<file path="config.mk">
export PLATFORM = sky130hd
export DESIGN_NAME = servo_bus_packet_framer_core_flat
export DESIGN_NICKNAME = d
export VERILOG_FILES = /design/src/sbpf_pkg.sv /design/src/sbpf_if.sv /design/src/servo_bus_packet_framer_core.sv /design/src/sbpf_front.sv /design/src/sbpf_fifo.sv /design/src/sbpf_back.sv /design/src/flat_wrapper.sv
export SDC_FILE = /design/constraint.sdc
export NUM_CORES = 1
export LEC_CHECK = 0
export BUFFER_PORTS_ARGS = -buffer_cell sky130_fd_sc_hd__buf_2
export CORE_MARGIN = 3
export CORE_UTILIZATION = 40
export CTS_CLUSTER_DIAMETER = 200
export DETAILED_ROUTE_END_ITERATION = 7
export PLACE_DENSITY = 0.66
export REMOVE_ABC_BUFFERS = 1
export SKIP_CTS_REPAIR_TIMING = 1
export SYNTH_ARGS = -nofsm -noshare
export SYNTH_HDL_FRONTEND = slang
export SYNTH_SLANG_ARGS = --single-unit
</file>
<file path="constraint.sdc">
create_clock -name clk -period 8.7 [get_ports clk]
set_clock_uncertainty 0.2 [all_clocks]
set_input_delay 0.435 -clock clk [delete_from_list [all_inputs] [get_ports clk]]
set_output_delay 0.435 -clock clk [all_outputs]
set_load 0.02 [all_outputs]
</file>
<file path="src/sbpf_pkg.sv">
// Shared types and constants for the servo-bus packet framer.
`default_nettype none

package sbpf_pkg;

  // Command function codes
  typedef enum logic [1:0] {
    FuncRead  = 2'd0,
    FuncWrite = 2'd1,
    FuncSync  = 2'd2,
    FuncNone  = 2'd3
  } func_t;

  localparam int SyncServosDefault = 4;
  localparam int SeenW             = 3;

  // Longest packet piece one command produces: sync header, entry and checksum
  localparam int MaxBytes = 13;
  localparam int CountW   = $clog2(MaxBytes + 1);
  localparam int QueueDepth = 2;

  localparam logic [7:0] HeaderByte     = 8'hFF;
  localparam logic [7:0] BroadcastId    = 8'hFE;
  localparam logic [7:0] InstrRead      = 8'h02;
  localparam logic [7:0] InstrWrite     = 8'h03;
  localparam logic [7:0] InstrSyncWrite = 8'h83;
  localparam logic [7:0] SyncEntryLen   = 8'h04;
  localparam logic [7:0] LenShort       = 8'h04;
  localparam logic [7:0] LenWord        = 8'h05;
  localparam logic [7:0] LenPair        = 8'h07;
  localparam logic [7:0] AddrSplit      = 8'h19;

  // One framed piece: bytes go out from index 0 upward
  typedef struct packed {
    logic [MaxBytes-1:0][7:0] bytes;
    logic [CountW-1:0]        count;
    logic                     eop;
  } job_t;

endpackage

`default_nettype wire

</file>
<file path="src/sbpf_if.sv">
// Valid/ready channel interfaces for commands and packet bytes.
`default_nettype none

interface sbpf_cmd_if;
  logic        valid;
  logic        ready;
  logic [1:0]  func;
  logic [7:0]  servo_id;
  logic [7:0]  reg_address;
  logic [15:0] first_value;
  logic [15:0] second_value;

  modport source (output valid, func, servo_id, reg_address, first_value, second_value,
                  input ready);
  modport sink (input valid, func, servo_id, reg_address, first_value, second_value,
                output ready);
endinterface

interface sbpf_byte_if;
  logic       valid;
  logic       ready;
  logic [7:0] packet_byte;
  logic       last_byte;
  logic       end_of_packet;

  modport source (output valid, packet_byte, last_byte, end_of_packet, input ready);
  modport sink (input valid, packet_byte, last_byte, end_of_packet, output ready);
endinterface

`default_nettype wire

</file>
<file path="src/servo_bus_packet_framer_core.sv">
// Top level of the servo-bus instruction packet framer.
//
//  Channel | Dir | Payload                                              | Transfer unit
//  cmd     | in  | func, servo_id, reg_address, first_value, second_value | one command
//  pkt     | out | packet_byte, last_byte, end_of_packet                | one bus byte
//
// A command is decoded in the cycle it is taken and queued (two deep); the serializer
// then sends one byte per cycle while pkt.ready holds, 5 to 13 bytes per command, so
// throughput is set by the output byte rate. Commands keep being taken while the queue
// has room, and a following command's first byte follows the previous last byte with
// no gap. Synchronous reset clears the sync run, the queue and the output register.
// Output stalls back up through the queue into cmd.ready.
`default_nettype none

module servo_bus_packet_framer_core #(
  parameter int SYNC_SERVOS = sbpf_pkg::SyncServosDefault
) (
  input  wire logic    clk,
  input  wire logic    rst,
  sbpf_cmd_if.sink     cmd,
  sbpf_byte_if.source  pkt
);

  sbpf_pkg::job_t front_job, queue_job;
  logic           front_valid, front_ready;
  logic           queue_valid, queue_pop;

  sbpf_front #(
    .SYNC_SERVOS (SYNC_SERVOS)
  ) u_front (
    .clk       (clk),
    .rst       (rst),
    .cmd       (cmd),
    .job       (front_job),
    .job_valid (front_valid),
    .job_ready (front_ready)
  );

  sbpf_fifo u_fifo (
    .clk        (clk),
    .rst        (rst),
    .push       (front_valid),
    .push_job   (front_job),
    .push_ready (front_ready),
    .pop        (queue_pop),
    .pop_job    (queue_job),
    .pop_valid  (queue_valid)
  );

  sbpf_back u_back (
    .clk       (clk),
    .rst       (rst),
    .job_valid (queue_valid),
    .job       (queue_job),
    .job_pop   (queue_pop),
    .pkt       (pkt)
  );

endmodule

`default_nettype wire

</file>
<file path="src/sbpf_front.sv">
// Command decoder: classifies each command and builds its byte sequence and checksum.
`default_nettype none

module sbpf_front #(
  parameter int SYNC_SERVOS = sbpf_pkg::SyncServosDefault
) (
  input  wire logic         clk,
  input  wire logic         rst,
  sbpf_cmd_if.sink          cmd,
  output sbpf_pkg::job_t    job,
  output logic              job_valid,
  input  wire logic         job_ready
);

  localparam logic [7:0] SyncLen = 8'((5 * SYNC_SERVOS + 4) % 256);

  logic [sbpf_pkg::SeenW-1:0] seen, seen_next;
  logic [7:0]                 sync_sum, sync_sum_next;

  logic [7:0]   id, addr, v1lo, v1hi, v2lo, v2hi;
  logic [7:0]   sum, hsum, esum;
  logic [sbpf_pkg::SeenW:0] cnt;
  logic         first, last_entry;
  logic         accept;

  assign id   = cmd.servo_id;
  assign addr = cmd.reg_address;
  assign v1lo = cmd.first_value[7:0];
  assign v1hi = cmd.first_value[15:8];
  assign v2lo = cmd.second_value[7:0];
  assign v2hi = cmd.second_value[15:8];

  assign cmd.ready = job_ready;
  assign accept    = cmd.valid && job_ready;
  assign job_valid = cmd.valid && (sbpf_pkg::func_t'(cmd.func) != sbpf_pkg::FuncNone);

  assign first      = (seen == '0);
  assign cnt        = {1'b0, seen} + 1'b1;
  assign last_entry = (cnt >= (sbpf_pkg::SeenW + 1)'(SYNC_SERVOS));
  assign hsum = first ? 8'(sbpf_pkg::BroadcastId + SyncLen + sbpf_pkg::InstrSyncWrite
                           + addr + sbpf_pkg::SyncEntryLen)
                      : sync_sum;
  assign esum = 8'(hsum + id + v1lo + v1hi + v2lo + v2hi);

  always_comb begin
    job           = '0;
    sum           = '0;
    seen_next     = '0;
    sync_sum_next = '0;
    unique case (sbpf_pkg::func_t'(cmd.func))
      sbpf_pkg::FuncRead: begin
        sum = 8'(id + sbpf_pkg::LenShort + sbpf_pkg::InstrRead + addr + v1lo);
        job.bytes[0] = sbpf_pkg::HeaderByte;
        job.bytes[1] = sbpf_pkg::HeaderByte;
        job.bytes[2] = id;
        job.bytes[3] = sbpf_pkg::LenShort;
        job.bytes[4] = sbpf_pkg::InstrRead;
        job.bytes[5] = addr;
        job.bytes[6] = v1lo;
        job.bytes[7] = ~sum;
        job.count    = sbpf_pkg::CountW'(8);
        job.eop      = 1'b1;
      end
      sbpf_pkg::FuncWrite: begin
        job.bytes[0] = sbpf_pkg::HeaderByte;
        job.bytes[1] = sbpf_pkg::HeaderByte;
        job.bytes[2] = id;
        job.bytes[4] = sbpf_pkg::InstrWrite;
        job.bytes[5] = addr;
        job.bytes[6] = v1lo;
        job.eop      = 1'b1;
        if (addr < sbpf_pkg::AddrSplit) begin
          sum = 8'(id + sbpf_pkg::LenShort + sbpf_pkg::InstrWrite + addr + v1lo);
          job.bytes[3] = sbpf_pkg::LenShort;
          job.bytes[7] = ~sum;
          job.count    = sbpf_pkg::CountW'(8);
        end else if (addr > sbpf_pkg::AddrSplit && cmd.second_value == '0) begin
          sum = 8'(id + sbpf_pkg::LenWord + sbpf_pkg::InstrWrite + addr + v1lo + v1hi);
          job.bytes[3] = sbpf_pkg::LenWord;
          job.bytes[7] = v1hi;
          job.bytes[8] = ~sum;
          job.count    = sbpf_pkg::CountW'(9);
        end else begin
          sum = 8'(id + sbpf_pkg::LenPair + sbpf_pkg::InstrWrite + addr + v1lo + v1hi
                   + v2lo + v2hi);
          job.bytes[3]  = sbpf_pkg::LenPair;
          job.bytes[7]  = v1hi;
          job.bytes[8]  = v2lo;
          job.bytes[9]  = v2hi;
          job.bytes[10] = ~sum;
          job.count     = sbpf_pkg::CountW'(11);
        end
      end
      sbpf_pkg::FuncSync: begin
        if (first) begin
          job.bytes[0]  = sbpf_pkg::HeaderByte;
          job.bytes[1]  = sbpf_pkg::HeaderByte;
          job.bytes[2]  = sbpf_pkg::BroadcastId;
          job.bytes[3]  = SyncLen;
          job.bytes[4]  = sbpf_pkg::InstrSyncWrite;
          job.bytes[5]  = addr;
          job.bytes[6]  = sbpf_pkg::SyncEntryLen;
          job.bytes[7]  = id;
          job.bytes[8]  = v1lo;
          job.bytes[9]  = v1hi;
          job.bytes[10] = v2lo;
          job.bytes[11] = v2hi;
          job.bytes[12] = ~esum;
          job.count     = last_entry ? sbpf_pkg::CountW'(13) : sbpf_pkg::CountW'(12);
        end else begin
          job.bytes[0] = id;
          job.bytes[1] = v1lo;
          job.bytes[2] = v1hi;
          job.bytes[3] = v2lo;
          job.bytes[4] = v2hi;
          job.bytes[5] = ~esum;
          job.count    = last_entry ? sbpf_pkg::CountW'(6) : sbpf_pkg::CountW'(5);
        end
        job.eop = last_entry;
        if (!last_entry) begin
          seen_next     = cnt[sbpf_pkg::SeenW-1:0];
          sync_sum_next = esum;
        end
      end
      default: begin
        // unused code: drops an open sync run, frames nothing
      end
    endcase
  end

  always_ff @(posedge clk) begin
    if (rst) begin
      seen     <= '0;
      sync_sum <= '0;
    end else if (accept) begin
      seen     <= seen_next;
      sync_sum <= sync_sum_next;
    end
  end

endmodule

`default_nettype wire

</file>
<file path="src/sbpf_fifo.sv">
// Short queue between the command decoder and the byte serializer.
`default_nettype none

module sbpf_fifo (
  input  wire logic            clk,
  input  wire logic            rst,
  input  wire logic            push,
  input  wire sbpf_pkg::job_t  push_job,
  output logic                 push_ready,
  input  wire logic            pop,
  output sbpf_pkg::job_t       pop_job,
  output logic                 pop_valid
);

  localparam int PtrW = $clog2(sbpf_pkg::QueueDepth);
  localparam int CntW = $clog2(sbpf_pkg::QueueDepth + 1);

  sbpf_pkg::job_t  mem [sbpf_pkg::QueueDepth];
  logic [PtrW-1:0] wr_ptr, rd_ptr;
  logic [CntW-1:0] fill;
  logic            do_push, do_pop;

  assign push_ready = (fill != CntW'(sbpf_pkg::QueueDepth));
  assign pop_valid  = (fill != '0);
  assign pop_job    = mem[rd_ptr];
  assign do_push    = push && push_ready;
  assign do_pop     = pop && pop_valid;

  always_ff @(posedge clk) begin
    if (do_push) begin
      mem[wr_ptr] <= push_job;
    end
  end

  always_ff @(posedge clk) begin
    if (rst) begin
      wr_ptr <= '0;
      rd_ptr <= '0;
      fill   <= '0;
    end else begin
      if (do_push) begin
        wr_ptr <= (wr_ptr == PtrW'(sbpf_pkg::QueueDepth - 1)) ? '0 : wr_ptr + 1'b1;
      end
      if (do_pop) begin
        rd_ptr <= (rd_ptr == PtrW'(sbpf_pkg::QueueDepth - 1)) ? '0 : rd_ptr + 1'b1;
      end
      if (do_push && !do_pop) begin
        fill <= fill + 1'b1;
      end else if (do_pop && !do_push) begin
        fill <= fill - 1'b1;
      end
    end
  end

endmodule

`default_nettype wire

</file>
<file path="src/sbpf_back.sv">
// Byte serializer: shifts queued byte sequences out one byte per cycle while pkt.ready holds.
`default_nettype none

module sbpf_back (
  input  wire logic            clk,
  input  wire logic            rst,
  input  wire logic            job_valid,
  input  wire sbpf_pkg::job_t  job,
  output logic                 job_pop,
  sbpf_byte_if.source          pkt
);

  logic [sbpf_pkg::MaxBytes-1:0][7:0] cur_bytes;
  logic [sbpf_pkg::CountW-1:0]        cur_left;
  logic                               cur_eop;
  logic                               out_valid, out_last, out_eop;
  logic [7:0]                         out_byte;
  logic                               advance;

  assign advance = !out_valid || pkt.ready;
  assign job_pop = advance && (cur_left == '0) && job_valid;

  assign pkt.valid         = out_valid;
  assign pkt.packet_byte   = out_byte;
  assign pkt.last_byte     = out_last;
  assign pkt.end_of_packet = out_eop;

  always_ff @(posedge clk) begin
    if (rst) begin
      out_valid <= 1'b0;
      cur_left  <= '0;
    end else if (advance) begin
      if (cur_left != '0) begin
        out_valid <= 1'b1;
        cur_left  <= cur_left - 1'b1;
      end else if (job_valid) begin
        out_valid <= 1'b1;
        cur_left  <= job.count - 1'b1;
      end else begin
        out_valid <= 1'b0;
      end
    end
  end

  // payload path, no reset needed
  always_ff @(posedge clk) begin
    if (advance) begin
      if (cur_left != '0) begin
        out_byte  <= cur_bytes[0];
        out_last  <= (cur_left == sbpf_pkg::CountW'(1));
        out_eop   <= (cur_left == sbpf_pkg::CountW'(1)) && cur_eop;
        cur_bytes <= {8'h00, cur_bytes[sbpf_pkg::MaxBytes-1:1]};
      end else begin
        out_byte  <= job.bytes[0];
        out_last  <= (job.count == sbpf_pkg::CountW'(1));
        out_eop   <= (job.count == sbpf_pkg::CountW'(1)) && job.eop;
        cur_bytes <= {8'h00, job.bytes[sbpf_pkg::MaxBytes-1:1]};
        cur_eop   <= job.eop;
      end
    end
  end

  a_eop_is_last: assert property (@(posedge clk) disable iff (rst)
    out_valid && out_eop |-> out_last)
    else $error("checksum byte not marked as last byte");

  a_left_bound: assert property (@(posedge clk) disable iff (rst)
    cur_left <= sbpf_pkg::CountW'(sbpf_pkg::MaxBytes - 1))
    else $error("byte count out of range");

  a_last_then_pop: assert property (@(posedge clk) disable iff (rst)
    out_valid && !out_last && cur_left == '0 |-> 0)
    else $error("sequence ended without last byte");

endmodule

`default_nettype wire
</file>
<file path="src/flat_wrapper.sv">
// flat-port wrapper written by rule: the top's interface ports become plain ports
module servo_bus_packet_framer_core_flat 
#(
  parameter int SYNC_SERVOS = sbpf_pkg::SyncServosDefault
)
  (clk, rst, cmd_valid, cmd_func, cmd_servo_id, cmd_reg_address, cmd_first_value, cmd_second_value, cmd_ready, pkt_valid, pkt_packet_byte, pkt_last_byte, pkt_end_of_packet, pkt_ready);
  sbpf_cmd_if cmd_i ();
  sbpf_byte_if pkt_i ();
  input  wire logic clk;
  input  wire logic rst;
  input wire logic [$bits(cmd_i.valid)-1:0] cmd_valid;
  input wire logic [$bits(cmd_i.func)-1:0] cmd_func;
  input wire logic [$bits(cmd_i.servo_id)-1:0] cmd_servo_id;
  input wire logic [$bits(cmd_i.reg_address)-1:0] cmd_reg_address;
  input wire logic [$bits(cmd_i.first_value)-1:0] cmd_first_value;
  input wire logic [$bits(cmd_i.second_value)-1:0] cmd_second_value;
  output wire logic [$bits(cmd_i.ready)-1:0] cmd_ready;
  output wire logic [$bits(pkt_i.valid)-1:0] pkt_valid;
  output wire logic [$bits(pkt_i.packet_byte)-1:0] pkt_packet_byte;
  output wire logic [$bits(pkt_i.last_byte)-1:0] pkt_last_byte;
  output wire logic [$bits(pkt_i.end_of_packet)-1:0] pkt_end_of_packet;
  input wire logic [$bits(pkt_i.ready)-1:0] pkt_ready;
  assign cmd_i.valid = cmd_valid;
  assign cmd_i.func = cmd_func;
  assign cmd_i.servo_id = cmd_servo_id;
  assign cmd_i.reg_address = cmd_reg_address;
  assign cmd_i.first_value = cmd_first_value;
  assign cmd_i.second_value = cmd_second_value;
  assign cmd_ready = cmd_i.ready;
  assign pkt_valid = pkt_i.valid;
  assign pkt_packet_byte = pkt_i.packet_byte;
  assign pkt_last_byte = pkt_i.last_byte;
  assign pkt_end_of_packet = pkt_i.end_of_packet;
  assign pkt_i.ready = pkt_ready;
  servo_bus_packet_framer_core #(.SYNC_SERVOS(SYNC_SERVOS)) u_core (.clk(clk), .rst(rst), .cmd(cmd_i), .pkt(pkt_i));
endmodule
</file>
; Yosys cells after proc, flatten, opt, wreduce, memory -nomap -nowiden
; Memory sizes are Yosys's and may differ from the RTL's. A register that Yosys moved wholly into a read port is not among the register bits.
; Cells that the tools add are included.
[totals]
n_memories = 1
ramBits = 218
ff_bits = 135
in_bits = 54
[memory_table]
columns = memory, depth, width, rd, rd_clocked_by_memory_dff, write_ports, line_no
row1 = u_core.u_fifo.mem, 2, 109, 1, 1, 1, sbpf_fifo.sv:18  ; sbpf_pkg::job_t mem [sbpf_pkg::QueueDepth];
[classes]
add_sub_neg = 33
n_lt_le_gt_ge = 3
mux = 36
n_eq_ne = 6
bitwise = 6
n_reduce_logical = 25
[ops]
columns = operator, n
row1 = 69-bit one-hot mux with 3 select lines, 1
row2 = 8-bit adder, 17
row3 = 96-bit 2-to-1 mux, 1
row4 = 56-bit 2-to-1 mux, 1
row5 = 52-bit 2-to-1 mux, 1
row6 = 16-bit 2-to-1 mux, 3
row7 = 24-bit one-hot mux with 2 select lines, 1
row8 = 8-bit 2-to-1 mux, 5
row9 = 8-bit inverter, 5
row10 = "8-bit by 2-bit adder with 8-bit output, second input constant", 4
row11 = "8-bit by 3-bit adder with 8-bit output, second input constant", 4
row12 = 24-bit 2-to-1 mux, 1
row13 = 16-bit logical NOT, 1
row14 = 2-bit 2-to-1 mux, 7
row15 = 1-bit logical AND, 11
row16 = 1-bit 2-to-1 mux, 11
row17 = "8-bit adder, first input constant", 1
row18 = "4-bit by 1-bit == test with 1-bit output, second input constant", 2
row19 = "8-bit by 5-bit greater-than comparator with 1-bit output, second input constant", 1
row20 = "8-bit by 5-bit < comparator with 1-bit output, second input constant", 1
row21 = 4-bit 2-to-1 mux, 2
row22 = "4-bit by 1-bit subtractor with 4-bit output, second input constant", 2
row23 = 3-bit 2-to-1 mux, 2
row24 = 2-bit nonzero test, 3
row25 = other kinds (16), 21

; Longest topological paths before layout
[logic_depth]
ltp_word = 11
ltp_mapped = 20

; By module
; From an unflattened synthesis, not the netlist that was laid out.
[unflattened]
cells_unflattened = 1306
hier_area_um2 = 18318.8
[by_module_without_submodules]
columns = module, area_each_um2, instances, cells_each
row1 = sbpf_fifo, 8112.8, 1, 363
row2 = sbpf_front, 5340.1, 1, 673
row3 = sbpf_back, 4865.9, 1, 270

; Least setup slack after synthesis
; Ideal clock, no wire load.
[synth_path]
path_type = reg2reg
startpoint = register u_core.u_fifo.fill[0]
endpoint = memory u_core.u_fifo.mem[0][0] in the netlist's numbering, enable pin
setup_ps = 711
arrival_time_ps = 8375
path_stages_with_launch = 5
slack_ps = -586
path_cell_list = dfxtp_1 > nand2b_1 > nand2_1 > clkbuf_1 > nor3_1
[synth_between]
elab_chain_cells = 4
[synth_rtl]
columns = element, line_no
row1 = start: declaration, sbpf_fifo.sv:20  ; logic [CntW-1:0] fill;
row2 = start signal: assignment, sbpf_fifo.sv:48  ; fill <= fill + 1'b1;
row3 = start signal: assignment, sbpf_fifo.sv:50  ; fill <= fill - 1'b1;
row4 = 2-bit != test, sbpf_fifo.sv:23  ; assign push_ready = (fill != CntW'(sbpf_pkg::QueueDepth));
row5 = named net cmd_ready, flat_wrapper.sv:17  ; output wire logic [$bits(cmd_i.ready)-1:0] cmd_ready;
row6 = 1-bit logical AND, sbpf_fifo.sv:26  ; assign do_push = push && push_ready;
row7 = 1-bit 2-to-1 mux, sbpf_fifo.sv:30  ; if (do_push) begin
row8 = 1-bit 2-to-1 mux (implied by the code), sbpf_fifo.sv:31  ; mem[wr_ptr] <= push_job;
row9 = end: declaration, sbpf_fifo.sv:18
; The timed path passes the listed nets, and every way through them passes these cells.

==> results.sh <==
export IMPL_status="complete, no violations"
export IMPL_ff2ff_path_depth=16
export IMPL_antenna_found_initial=5
export IMPL_grt_ovfl_total=0
export IMPL_path_depth=16
export IMPL_grt_pass1_wl_mm=66.0
export IMPL_htreeDepth=2
export IMPL_dpl_hpwl_mm=28.7
export IMPL_cts_root_buffer="clkbuf_16"
export IMPL_rsz0062_at_grt="no"
export IMPL_io_pins=66
export IMPL_whs_path_depth=2
export IMPL_clk_pin_slew_worst_paths_ps=60
export IMPL_cts_buffer_depth=3
export IMPL_finalHoldViolCount=0
export IMPL_fin_util_pct=45.8
export IMPL_synthCells=1427
export IMPL_routed_via_density=5.28
export IMPL_synth_flop_cell="edfxtp_1"
export IMPL_slew_violations=0
export IMPL_syn2layout_area_growth_pct=11.8
export IMPL_postRouteAntennaNets=0
export IMPL_synth_top_area_share_pct=54.7
export IMPL_die_x_microns=217
export IMPL_crit_fanout=25
export IMPL_critPathCaptureType="register"
export IMPL_yosys_area_share_simple_pct=7.66
export IMPL_synth_xor_area_share_pct=3.18
export IMPL_slew_headroom_pct=28.6
export IMPL_synth_largest_area_cell="edfxtp_1"
export IMPL_first_global_vias=11200
export IMPL_worstMarginPinSlew_ps=1070
export IMPL_startpoint_type="register"
export IMPL_synth_adder_area_share_pct=12.8
export IMPL_worstPathArrival_ps=5260
export IMPL_num_rows=76
export IMPL_fmax_mhz=191
export IMPL_wire_per_inst_microns=20.5
export IMPL_drtIter0Drc=896
export IMPL_ys_seq_area_share_pct=57.0
export IMPL_ir_worst_vdd_mv=0.221
export IMPL_start_util_pct=41.0
export IMPL_yosysMostFrequentCell="edfxtp_1"
export IMPL_numCtsBuffers=38
export IMPL_fin_tns_setup_ps=0
export IMPL_cp_top_family="adder cells"
export IMPL_grt_usage_pct=18.3
export IMPL_muxShareOfSynthArea_pct=6.35
export IMPL_place_gp_congestion=0.937
export IMPL_cpPeakStageDelay_ps=630
export IMPL_path_buf_inv=3
export IMPL_fp_coreArea_sq_um=43600
export IMPL_layout_cells_non_filler=2100
export IMPL_die_area_sq_um=47200
export IMPL_firstDrtPassIters=5
export IMPL_yosys_top_cells_count="edfxtp_1 (325), nor2_1 (163), a21oi_1 (137)"
export IMPL_min_period_over_period_pct=60.1
export IMPL_synth_area_leaders="edfxtp_1 (55%), fa_1 (8.1%), mux2i_1 (6.2%)"
export IMPL_period_minus_slack_ps=5230
export IMPL_clkSinkCount=346
export IMPL_drive_above_1_share_pct=9.79
export IMPL_die_y_microns=217
export IMPL_yosysUniqueCellTypes=59
export IMPL_syn_cell_area_sq_um=17900
export IMPL_ys_ff_latch=346
export IMPL_synth_compound_area_share_pct=8.85
export IMPL_portBuffers=65
export IMPL_power_density_nw_per_um2=318
export IMPL_wl_mm=43.1
export IMPL_max_cap_violations=0
export IMPL_dp_cells=2027
export IMPL_critPathRequiredTime_ps=8730
export IMPL_yosys_warnings=0
export IMPL_async_flop_share_pct=0
export IMPL_p_leak_nw=7.60
export IMPL_pre_cts_slack_ps=3520
export IMPL_drc=0
export IMPL_synth_top_family_by_area="adder cells"
export IMPL_final_nets=1675
export IMPL_synth_edff_count=325
export IMPL_vias=11100
export IMPL_clk_latency_ps=540
export IMPL_synth_area_per_cell_sq_um=12.5
export IMPL_path_cells="inv_1 -> ha_1 -> nor2b_1 -> inv_1 -> nor2_1 -> a21oi_1 -> fa_1 -> fa_1 -> fa_1 -> inv_1 -> ha_1 -> fa_1 -> a21o_1 -> a21oi_1 -> xnor2_1 -> o21ai_0"
export IMPL_cp_common_cell="fa_1"
export IMPL_grt_start_max_net_pins=103
export IMPL_final_setup_viol_count=0
export IMPL_min_path_type="in -> reg"
export IMPL_tritoncts="yes"
export IMPL_fin_ws_ps=3470
export IMPL_crit_type="reg -> reg"
export IMPL_crit_path_top_delay_cell="inv_1"
final timing paths:
kind	startpoint	to	slack (ps)
min	cmd_first_value[1]	u_core.u_fifo.mem[0][14]	50
min reg2reg	u_core.u_fifo.rd_ptr	register	300
max reg2reg	u_core.u_front.seen[0]	u_core.u_fifo.mem[0][51]	3470
max	u_core.u_front.seen[0]	u_core.u_fifo.mem[0][51]	3470
power breakdown:
| group | switching (W) | internal (W) |
|---|---|---|
| registers | 0.000147 | 0.00245 |
| logic | 0.00141 | 0.000843 |
| clock network | 0.000626 | 0.000857 |
routing by layer:
metal	wire, microns	up-vias	track usage, %	share of wire, %
li1	-	5163	-	-
met1	18300	5487	24.7	42
met2	20700	369	30.4	48
met3	2810	76	3.06	6.5
met4	1230	2	5.85	2.8
met5	9	-	0	0.021
sequential cells by signal (all words and copies together) (netlist names), 2 cells and up, named ones only:
name                           flops
u_core.u_front.seen                3
u_core.u_fifo.fill                 2
u_core.u_fifo.mem                218
u_core.u_back.pkt.packet_byte      8
u_core.u_back.cur_left             4
u_core.u_back.cur_bytes           96
u_core.u_front.sync_sum            8
cells in the final DEF (no fill, tap or decap), types with 8 or more instances in the layout:
master     instances
a21oi_1          136
nor3_1            16
buf_2             65
o21ai_0           37
a22oi_1           21
nand2_1           52
clkinv_1          14
xnor2_1           41
and3_1             8
xor2_1            14
and2_1            12
inv_1            126
edfxtp_1         325
fa_1              72
clkbuf_16         39
clkbuf_1           9
ha_1              67
nor2_1           163
dfxtp_1           20
nor2b_1           18
buf_4             18
a21o_1            27
mux2i_1          111
per-stage QoR:
stage	hold slack (ps)	total power (W)	area (sq um)
after floorplan	268	0.00416	17600
after global placement	287	0.00482	18800
after detailed placement	293	0.00489	18800
after CTS	35.5	0.00639	19900
after global routing	62.7	0.00674	20000
final	51.1	0.00634	20000
final cells by class:
| class | count | area, sq um |
|---|---|---|
| inverter | 128 | 483 |
| sequential | 346 | 10200 |
| clock buffer | 49 | 1020 |
| tap | 585 | 732 |
| clock inverter | 20 | 116 |
| timing repair buffer | 83 | 460 |
| antenna | 4 | 10.0 |
| multi-input combinational | 885 | 6950 |
| fill | 4010 | 23600 |
kinds of logic after synthesis:
family / after synthesis
compound gates: 269
xor+xnor: 59
fa+ha+maj: 139
buf+inv: 196
flops: 346
mux: 113
simple gates: 305
(Power assumes the default switching activity.)
